### config.mk
export PLATFORM = sky130hd
export DESIGN_NAME = crc16_frame_decoder
export DESIGN_NICKNAME = d
export VERILOG_FILES = /design/src/rtl/core/c16fd_pkg.sv /design/src/rtl/core/c16fd_crc.sv /design/src/rtl/core/c16fd_parse.sv /design/src/rtl/core/c16fd_skid.sv /design/src/rtl/core/crc16_frame_decoder.sv
export SDC_FILE = /design/constraint.sdc
export NUM_CORES = 1
export LEC_CHECK = 0
export BUFFER_PORTS_ARGS = -buffer_cell sky130_fd_sc_hd__buf_2
export CORE_UTILIZATION = 55
export CTS_BUF_LIST = sky130_fd_sc_hd__clkbuf_2 sky130_fd_sc_hd__clkbuf_4 sky130_fd_sc_hd__clkbuf_8
export DETAILED_ROUTE_END_ITERATION = 7
export HOLD_SLACK_MARGIN = 0.03
export PLACE_DENSITY = 0.8
export SYNTH_ARGS = -nofsm -noshare
export SYNTH_HDL_FRONTEND = slang
export SYNTH_HIERARCHICAL = 1
export SYNTH_SLANG_ARGS = --single-unit
### constraint.sdc
create_clock -name clk -period 11.29 [get_ports clk]
set_clock_uncertainty 0.15 [all_clocks]
set_input_delay 1.6935 -clock clk [delete_from_list [all_inputs] [get_ports clk]]
set_output_delay 1.6935 -clock clk [all_outputs]
set_load 0.02 [all_outputs]
### src/rtl/core/c16fd_pkg.sv
// c16fd_pkg: shared types, constants and codes of the crc16 frame decoder
package c16fd_pkg;

	// longest payload accepted in the length field
	localparam int MAX_PAYLOAD = 512;
	// byte counter saturates one past the longest valid frame
	localparam int POS_CAP     = MAX_PAYLOAD + 16;
	localparam int POS_W       = $clog2(POS_CAP + 1);
	localparam int LEN_W       = 16;
	// compare width for position against length plus frame overhead
	localparam int CMP_W       = LEN_W + 1;

	// fixed frame layout
	localparam int HDR_BYTES      = 11;
	localparam int FRAME_OVERHEAD = 15;

	localparam logic [7:0]  SYNC_HI   = 8'hD3;
	localparam logic [7:0]  SYNC_LO   = 8'h91;
	localparam logic [15:0] CRC_POLY  = 16'h1021;
	localparam logic [15:0] CRC_INIT  = 16'hFFFF;
	localparam logic [15:0] CRC_MSB   = 16'h8000;
	localparam logic [9:0]  LEN_SAT   = 10'h3FF;

	// result item kinds
	localparam logic KIND_PAYLOAD = 1'b0;
	localparam logic KIND_STATUS  = 1'b1;

	// end-of-frame status codes
	localparam logic [1:0] ST_OK    = 2'd0;
	localparam logic [1:0] ST_PROTO = 2'd1;
	localparam logic [1:0] ST_CRC   = 2'd2;

	typedef struct packed {
		logic [7:0] data_byte;
		logic       last_byte;
	} c16fd_in_t;

	typedef struct packed {
		logic        kind;
		logic [7:0]  payload_data;
		logic [8:0]  payload_offset;
		logic [1:0]  status;
		logic [7:0]  version;
		logic [7:0]  destination;
		logic [7:0]  source;
		logic [7:0]  command;
		logic [7:0]  flags;
		logic [15:0] sequence_res;
		logic [9:0]  payload_count;
	} c16fd_out_t;

endpackage

### src/rtl/core/c16fd_crc.sv
// c16fd_crc: one-byte update of the crc-16 (poly 1021, msb first)
module c16fd_crc (
	input  logic [15:0] crc,
	input  logic [7:0]  data,
	output logic [15:0] crc_next
);
	import c16fd_pkg::*;

	always_comb begin
		logic [15:0] c;
		c = crc ^ {data, 8'h00};
		for (int k = 0; k < 8; k++) begin
			if ((c & CRC_MSB) != 16'h0000) begin
				c = {c[14:0], 1'b0} ^ CRC_POLY;
			end else begin
				c = {c[14:0], 1'b0};
			end
		end
		crc_next = c;
	end

endmodule

### src/rtl/core/c16fd_parse.sv
// c16fd_parse: frame position tracking, header capture, checks and result build
module c16fd_parse (
	input  logic                   clk,
	input  logic                   arst_n,
	input  logic                   acc,
	input  c16fd_pkg::c16fd_in_t   in_item,
	output logic                   res_vld,
	output c16fd_pkg::c16fd_out_t  res_item
);
	import c16fd_pkg::*;

	localparam logic [POS_W-1:0] POS_SYNC_HI = POS_W'(0);
	localparam logic [POS_W-1:0] POS_SYNC_LO = POS_W'(1);
	localparam logic [POS_W-1:0] POS_VER     = POS_W'(2);
	localparam logic [POS_W-1:0] POS_DST     = POS_W'(3);
	localparam logic [POS_W-1:0] POS_SRC     = POS_W'(4);
	localparam logic [POS_W-1:0] POS_CMD     = POS_W'(5);
	localparam logic [POS_W-1:0] POS_FLG     = POS_W'(6);
	localparam logic [POS_W-1:0] POS_SEQ_LO  = POS_W'(7);
	localparam logic [POS_W-1:0] POS_SEQ_HI  = POS_W'(8);
	localparam logic [POS_W-1:0] POS_LEN_LO  = POS_W'(9);
	localparam logic [POS_W-1:0] POS_LEN_HI  = POS_W'(10);

	logic [POS_W-1:0] pos_q, pos_n;
	logic [15:0]      crc_q, crc_n, crc_upd;
	logic [7:0]       ver_q, ver_n, dst_q, dst_n, src_q, src_n;
	logic [7:0]       cmd_q, cmd_n, flg_q, flg_n;
	logic [15:0]      seq_q, seq_n, len_q, len_n, chk_q, chk_n;
	logic             fault_q, fault_n;

	logic [CMP_W-1:0] len_w, rel, cnt_w;
	logic             len_ok, is_payload, proto_bad;
	logic [7:0]       b;

	assign b = in_item.data_byte;

	c16fd_crc u_crc (
		.crc      (crc_q),
		.data     (b),
		.crc_next (crc_upd)
	);

	always_comb begin
		pos_n   = pos_q;
		crc_n   = crc_q;
		ver_n   = ver_q;
		dst_n   = dst_q;
		src_n   = src_q;
		cmd_n   = cmd_q;
		flg_n   = flg_q;
		seq_n   = seq_q;
		len_n   = len_q;
		chk_n   = chk_q;
		fault_n = fault_q;
		res_item   = '0;
		is_payload = 1'b0;
		proto_bad  = 1'b0;
		cnt_w      = '0;

		len_w  = CMP_W'(len_q);
		len_ok = (len_q <= LEN_W'(MAX_PAYLOAD));
		rel    = CMP_W'(pos_q) - CMP_W'(HDR_BYTES);

		priority if (pos_q == POS_SYNC_HI) begin
			if (b != SYNC_HI) fault_n = 1'b1;
		end else if (pos_q == POS_SYNC_LO) begin
			if (b != SYNC_LO) fault_n = 1'b1;
		end else if (pos_q <= POS_LEN_HI) begin
			crc_n = crc_upd;
			unique case (pos_q)
				POS_VER:    ver_n = b;
				POS_DST:    dst_n = b;
				POS_SRC:    src_n = b;
				POS_CMD:    cmd_n = b;
				POS_FLG:    flg_n = b;
				POS_SEQ_LO: seq_n = {seq_q[15:8], b};
				POS_SEQ_HI: seq_n = {b, seq_q[7:0]};
				POS_LEN_LO: len_n = {len_q[15:8], b};
				default: begin
					len_n = {b, len_q[7:0]};
					if ({b, len_q[7:0]} > LEN_W'(MAX_PAYLOAD)) fault_n = 1'b1;
				end
			endcase
		end else if (len_ok) begin
			// payload, then check bytes, then tail
			priority if (rel < len_w) begin
				crc_n      = crc_upd;
				is_payload = 1'b1;
				res_item.kind           = KIND_PAYLOAD;
				res_item.payload_data   = b;
				res_item.payload_offset = rel[8:0];
			end else if (rel == len_w) begin
				chk_n = {chk_q[15:8], b};
			end else if (rel == len_w + CMP_W'(1)) begin
				chk_n = {b, chk_q[7:0]};
			end else if (rel == len_w + CMP_W'(2)) begin
				if (b != SYNC_LO) fault_n = 1'b1;
			end else if (rel == len_w + CMP_W'(3)) begin
				if (b != SYNC_HI) fault_n = 1'b1;
			end else begin
				// bytes past the tail only advance the count
			end
		end else begin
			// oversized length: rest of the frame is only counted
		end

		pos_n = (pos_q < POS_W'(POS_CAP)) ? pos_q + POS_W'(1) : POS_W'(POS_CAP);

		if (in_item.last_byte) begin
			cnt_w     = CMP_W'(pos_n);
			proto_bad = fault_n || (len_n > LEN_W'(MAX_PAYLOAD))
				|| (cnt_w != CMP_W'(len_n) + CMP_W'(FRAME_OVERHEAD));
			res_item = '0;
			res_item.kind = KIND_STATUS;
			priority if (proto_bad) begin
				res_item.status = ST_PROTO;
			end else if (crc_n != chk_n) begin
				res_item.status = ST_CRC;
			end else begin
				res_item.status = ST_OK;
			end
			res_item.version        = ver_n;
			res_item.destination    = dst_n;
			res_item.source         = src_n;
			res_item.command        = cmd_n;
			res_item.flags          = flg_n;
			res_item.sequence_res   = seq_n;
			res_item.payload_count  = (len_n > 16'(LEN_SAT)) ? LEN_SAT : len_n[9:0];
			// frame done: back to reset values
			pos_n   = '0;
			crc_n   = CRC_INIT;
			ver_n   = '0;
			dst_n   = '0;
			src_n   = '0;
			cmd_n   = '0;
			flg_n   = '0;
			seq_n   = '0;
			len_n   = '0;
			chk_n   = '0;
			fault_n = 1'b0;
		end
	end

	assign res_vld = acc && (is_payload || in_item.last_byte);

	always_ff @(posedge clk or negedge arst_n) begin
		if (!arst_n) begin
			pos_q   <= '0;
			crc_q   <= CRC_INIT;
			ver_q   <= '0;
			dst_q   <= '0;
			src_q   <= '0;
			cmd_q   <= '0;
			flg_q   <= '0;
			seq_q   <= '0;
			len_q   <= '0;
			chk_q   <= '0;
			fault_q <= 1'b0;
		end else if (acc) begin
			pos_q   <= pos_n;
			crc_q   <= crc_n;
			ver_q   <= ver_n;
			dst_q   <= dst_n;
			src_q   <= src_n;
			cmd_q   <= cmd_n;
			flg_q   <= flg_n;
			seq_q   <= seq_n;
			len_q   <= len_n;
			chk_q   <= chk_n;
			fault_q <= fault_n;
		end
	end

endmodule

### src/rtl/core/c16fd_skid.sv
// c16fd_skid: result register with one skid entry
module c16fd_skid (
	input  logic                   clk,
	input  logic                   arst_n,
	input  logic                   res_vld,
	input  c16fd_pkg::c16fd_out_t  res_item,
	output logic                   up_stall,
	output logic                   item_valid,
	output c16fd_pkg::c16fd_out_t  item_data,
	input  logic                   item_stall
);
	import c16fd_pkg::*;

	logic       out_vld_q, skid_vld_q;
	c16fd_out_t out_q, skid_q;
	logic       out_free;

	assign out_free   = !out_vld_q || !item_stall;
	assign up_stall   = skid_vld_q;
	assign item_valid = out_vld_q;
	assign item_data  = out_q;

	always_ff @(posedge clk or negedge arst_n) begin
		if (!arst_n) begin
			out_vld_q  <= 1'b0;
			skid_vld_q <= 1'b0;
		end else if (out_free) begin
			if (skid_vld_q) begin
				out_vld_q  <= 1'b1;
				skid_vld_q <= 1'b0;
			end else begin
				out_vld_q <= res_vld;
			end
		end else if (res_vld) begin
			skid_vld_q <= 1'b1;
		end
	end

	always_ff @(posedge clk) begin
		if (out_free) begin
			if (skid_vld_q) begin
				out_q <= skid_q;
			end else if (res_vld) begin
				out_q <= res_item;
			end
		end else if (res_vld) begin
			skid_q <= res_item;
		end
	end

endmodule

### src/rtl/core/crc16_frame_decoder.sv
// crc16_frame_decoder: top level of the streaming crc-16 frame decoder
//
// byte channel (byte_valid, byte_stall, byte_data): one raw frame byte per
//   transfer, last_byte marks the final byte of a frame
// item channel (item_valid, item_stall, item_data): payload byte items as the
//   payload passes (kind 0), and one status item on the final byte (kind 1)
//   carrying ok, protocol error or crc error plus the captured header
// frame: d3 91, version, dst, src, cmd, flags, seq and length (16-bit little
//   endian), payload, crc-16 (poly 1021, init ffff) over header after sync and
//   payload, then tail 91 d3; protocol errors win over a crc mismatch
// result path: each result is registered, in the result register or the skid entry
// throughput: one byte per cycle while byte_stall is low, set by the one-byte crc
//   update and the decode that sit between the frame state and the result register
// stall: the result register has one skid entry behind it, so a byte is
//   still taken while a result waits; byte_stall rises only once that entry
//   is full, and a stalled result holds its value
// reset: arst_n clears the frame state and drops both result entries; the
//   frame state also returns to reset after every status item
module crc16_frame_decoder (
	input  logic                   clk,
	input  logic                   arst_n,
	input  logic                   byte_valid,
	output logic                   byte_stall,
	input  c16fd_pkg::c16fd_in_t   byte_data,
	output logic                   item_valid,
	input  logic                   item_stall,
	output c16fd_pkg::c16fd_out_t  item_data
);
	import c16fd_pkg::*;

	logic       acc;
	logic       res_vld;
	c16fd_out_t res_item;

	// byte transfer
	assign acc = byte_valid && !byte_stall;

	// frame state, checks and result build
	c16fd_parse u_parse (
		.clk      (clk),
		.arst_n   (arst_n),
		.acc      (acc),
		.in_item  (byte_data),
		.res_vld  (res_vld),
		.res_item (res_item)
	);

	// result register plus skid entry
	c16fd_skid u_skid (
		.clk        (clk),
		.arst_n     (arst_n),
		.res_vld    (res_vld),
		.res_item   (res_item),
		.up_stall   (byte_stall),
		.item_valid (item_valid),
		.item_data  (item_data),
		.item_stall (item_stall)
	);

endmodule

==> metrics.md <==
| Metric | Value |
|---|---|
| Status | finished clean |
| Asr flop ratio synth | 40.5% |
| Final wirelength | 43,700 um |
| Area after DPL | 0.0175 mm2 |
| Max Freq | 0.161 GHz |
| CTS clk-pin slew, worst paths | 0.07 ns |
| Pwr Total | 3480 uW |
| Mapped Area | 0.0169 mm2 |
| Std-Cell Rows | 63 |
| Hold crit path type | reg2reg |
| Warnings, synthesis | 6 |
| Die area | 0.0315 mm2 |
| Global-route wire length before repair | 68,400 um |
| Pins Over Slew Limit | 0 |
| Initial antenna violation count | 0 |
| Endpoint class of the critical path | register |
| Unrepaired setup endpoints after global routing | no |
| Sink Count | 289 |
| WL met3 | 3510 um |
| Syn nets | 1,579 |
| P_leak | 0.00719 uW |
| Maximum capacitance violations | 0 |
| Drt pass-1 iters | 6 |
| Final GP Congestion | 0.990 |
| Maximum clock path buffer count | 3 |
| Largest family of logic cells by synthesized area | compound AO/OA/AOI/OAI gates |
| Maximum VDD drop | 0.000150 V |
| Grt ovf | 0 |
| Syn Inst Count | 1,538 |
| Relative slew slack | 24.1% |
| Minimum clock period | 6.22 ns |
| Final TNS setup | 0 ns |
| Cell variety after synth | 89 |
| Slew @ Worst Pin | 1.13 ns |
| WL met1 | 18,800 um |
| Period utilization | 55.1% |
| Routed wl met2 | 20,100 um |
| Vias in the first global route | 12,567 |
| Nets@finish | 1,614 |
| 1st-iter DRT viols | 1,242 |
| Post-synthesis share of cell area spent on xor and xnor gates | 6.80% |
| Die W | 177 um |
| Port Buf Inserts | 100 |
| Compound-gate portion of the synthesized area | 18.3% |
| Flops & latches, synth | 289 |
| Number of nets still failing antenna checks after routing | 0 |
| Finished Cell Area | 0.0185 mm2 |
| Die Y-Extent | 177 um |
| Hold Buf Count CTS | 0 |
| Post-synth EDFFs | 172 |
| Non-filler instance count after layout | 2,002 |
| Post-synth top flop | edfxtp_1 |
| Endpoints failing setup | 0 |
| DRC viols | 0 |
| GRT Resource Usage Total | 27.7% |
| Sequential cell area | 0.00812 mm2 |
| Post-CTS Setup Bufs | 0 |
| CTS tree | built |
| Fin. Hold Viols | 0 |
| Root buf cell | clkbuf_8 |
| Multi-input combinational cell area | 0.00815 mm2 |
| Largest net degree at the start of global routing | 103 |
| Worst EP required | 11.34 ns |
| Layout cells sized above 1 | 20.8% |
| Via count | 12,825 |
| FILL cells | 2,382 |
| Syn Area/Cell | 11.0 um2 |
| I/O pins | 101 |
| Worst Setup Path Type | reg2reg |
| Mux cell area share after synthesis | 8.62% |
| Wire per inst | 21.8 um |
| PD cells | 188 mW/mm2 |
| Post-cts resize count | 0 |
| Sequential share of the synthesized area | 48.0% |
| Area Overhead vs Synth | 9.19% |
| Core area | 0.0300 mm2 |
| CTS Buf Count | 47 |
| DR top layer | met4 |
| Htree depth | 2 |
| Fin util | 61.7% |
| Simple-gate portion of the synthesized area | 12.2% |
| Post-Synth Adder-Cell Area | 2.07% |
| DP Cell Count | 1,914 |
| Crit-path max FO | 58 |
| CP startpoint kind | register |
| DP HPWL | 28,300 um |
| Initial cell density of the core | 56.5% |
| Vias per inst | 6.41 |
| Arrival @ worst endpoint | 6.27 ns |
| Worst-Skew Late Latency | 0.56 ns |
-- state kept, by name, indices dropped and copies added, names as in the netlist --
name and flops:
u_skid/item_data 86, u_skid/skid_q 86, u_parse/chk_q 16, u_parse/crc_q 16, u_parse/len_q 16, u_parse/seq_q 16, u_parse/pos_q 10, u_parse/cmd_q 8
u_parse/dst_q 8, u_parse/flg_q 8, u_parse/src_q 8, u_parse/ver_q 8, u_parse/fault_q 1, u_skid/item_valid 1, u_skid/up_stall 1
-- metrics by stage --
step | setup slack [ns] | hold WS [ns]
floorplan | 2.86 | 0.306
global placement | 5.43 | 0.320
detailed placement | 5.23 | 0.323
CTS | 5.21 | 0.340
global route | 4.66 | 0.352
finish | 5.07 | 0.339
-- metal layers --
metal  GRT usage [%]  up-vias
li1                -     5823
met1            37.8     6276
met2            43.5      606
met3            5.81      120
met4            10.1        0
met5               0        -
-- cells in the mapped netlist, types with 20 or more instances --
master | n | area, um2
nand3_1 | 37 | 185
inv_1 | 34 | 128
a21boi_0 | 100 | 751
xnor2_1 | 59 | 517
dfrtp_1 | 101 | 2530
o22a_1 | 32 | 280
ha_1 | 28 | 350
nand2_1 | 150 | 563
a21oi_1 | 35 | 175
nor4_1 | 20 | 125
o2bb2ai_1 | 66 | 578
xor2_1 | 26 | 228
mux2i_1 | 43 | 430
nor3_1 | 28 | 140
clkbuf_1 | 101 | 379
mux2_2 | 81 | 912
o21ai_0 | 24 | 120
and2_1 | 20 | 125
nor2_1 | 63 | 236
edfxtp_1 | 172 | 5160
-- worst max-delay path, cell delays in order (launching register included) --
cell	delay, ns
dfrtp_1	0.50
ha_1	0.43
o21a_1	0.30
o31ai_1	0.54
and2_1	0.33
inv_1	0.08
ha_1	0.26
and3_1	0.18
a221o_1	0.36
a22oi_1	0.24
nand3_1	0.22
nor3_1	0.55
nor2_1	0.08
nor2_1	0.35
and3_4	0.53
buf_4	0.68
-- logic make-up after synthesis --
family | after synthesis
AO/OA/AOI/OAI | 405
multiplexers | 132
AND/OR/NAND/NOR | 416
XOR/XNOR | 104
buffers and inverters | 164
adder cells (fa/ha/maj) | 28
flip-flops | 289
-- cell usage in the layout (no fill, tap or decap), drive strengths merged, types with 13 or more instances in the layout --
cell type  Yosys  layout
dfrtp        101     101
buf           25     112
mux2i         43      43
o22a          32      32
a21o          13      13
xnor2         64      64
o21ai         25      25
o2bb2ai       66      66
and3          15      15
nor2          63      63
o22ai         14      14
nand2        150     150
and2          20      20
nor3          30      30
xor2          27      27
dfstp         16      16
nor2b         19      19
edfxtp       172     172
nor4          20      20
ha            28      28
clkbuf       101      75
a21oi         35      35
mux2          89      89
nand3         37      37
a21boi       100     100
a22oi         14      14
inv           35      38
-- final timing paths --
check	end	startpoint	cells after the start	slack [ns]
setup / recovery	u_skid/skid_q[49]$_DFFE_PP_	u_parse/pos_q[0]$_DFFE_PN0P_	15	5.07
hold / removal	u_parse/dst_q[3]$_DFFE_PN0P_	u_parse/dst_q[3]$_DFFE_PN0P_	1	0.34
setup reg to reg	u_skid/skid_q[49]$_DFFE_PP_	u_parse/pos_q[0]$_DFFE_PN0P_	15	5.07
hold reg to reg	u_parse/dst_q[3]$_DFFE_PN0P_	u_parse/dst_q[3]$_DFFE_PN0P_	1	0.34
max in group asynchronous	u_skid/up_stall$_DFFE_PN0P_	arst_n	2	8.48
min in group asynchronous	u_parse/src_q[3]$_DFFE_PN0P_	arst_n	1	0.98
-- area by class of cell --
| type | instances | share of cell area (%) |
|---|---|---|
| Sequential cell | 289 | 43.9 |
| Clock inverter | 12 | 0.494 |
| Multi-Input combinational cell | 1085 | 44.1 |
| Clock buffer | 75 | 4.78 |
| Tap cell | 390 | 2.64 |
| Timing Repair Buffer | 112 | 3.22 |
| Antenna cell | 1 | 0.0135 |
| Inverter | 38 | 0.772 |
-- power breakdown --
| group | switching (uW) | internal [uW] |
|---|---|---|
| combinational | 584 | 483 |
| sequential | 142 | 1330 |
| clock | 418 | 521 |
Note: power is estimated with default switching activity, not from simulation.
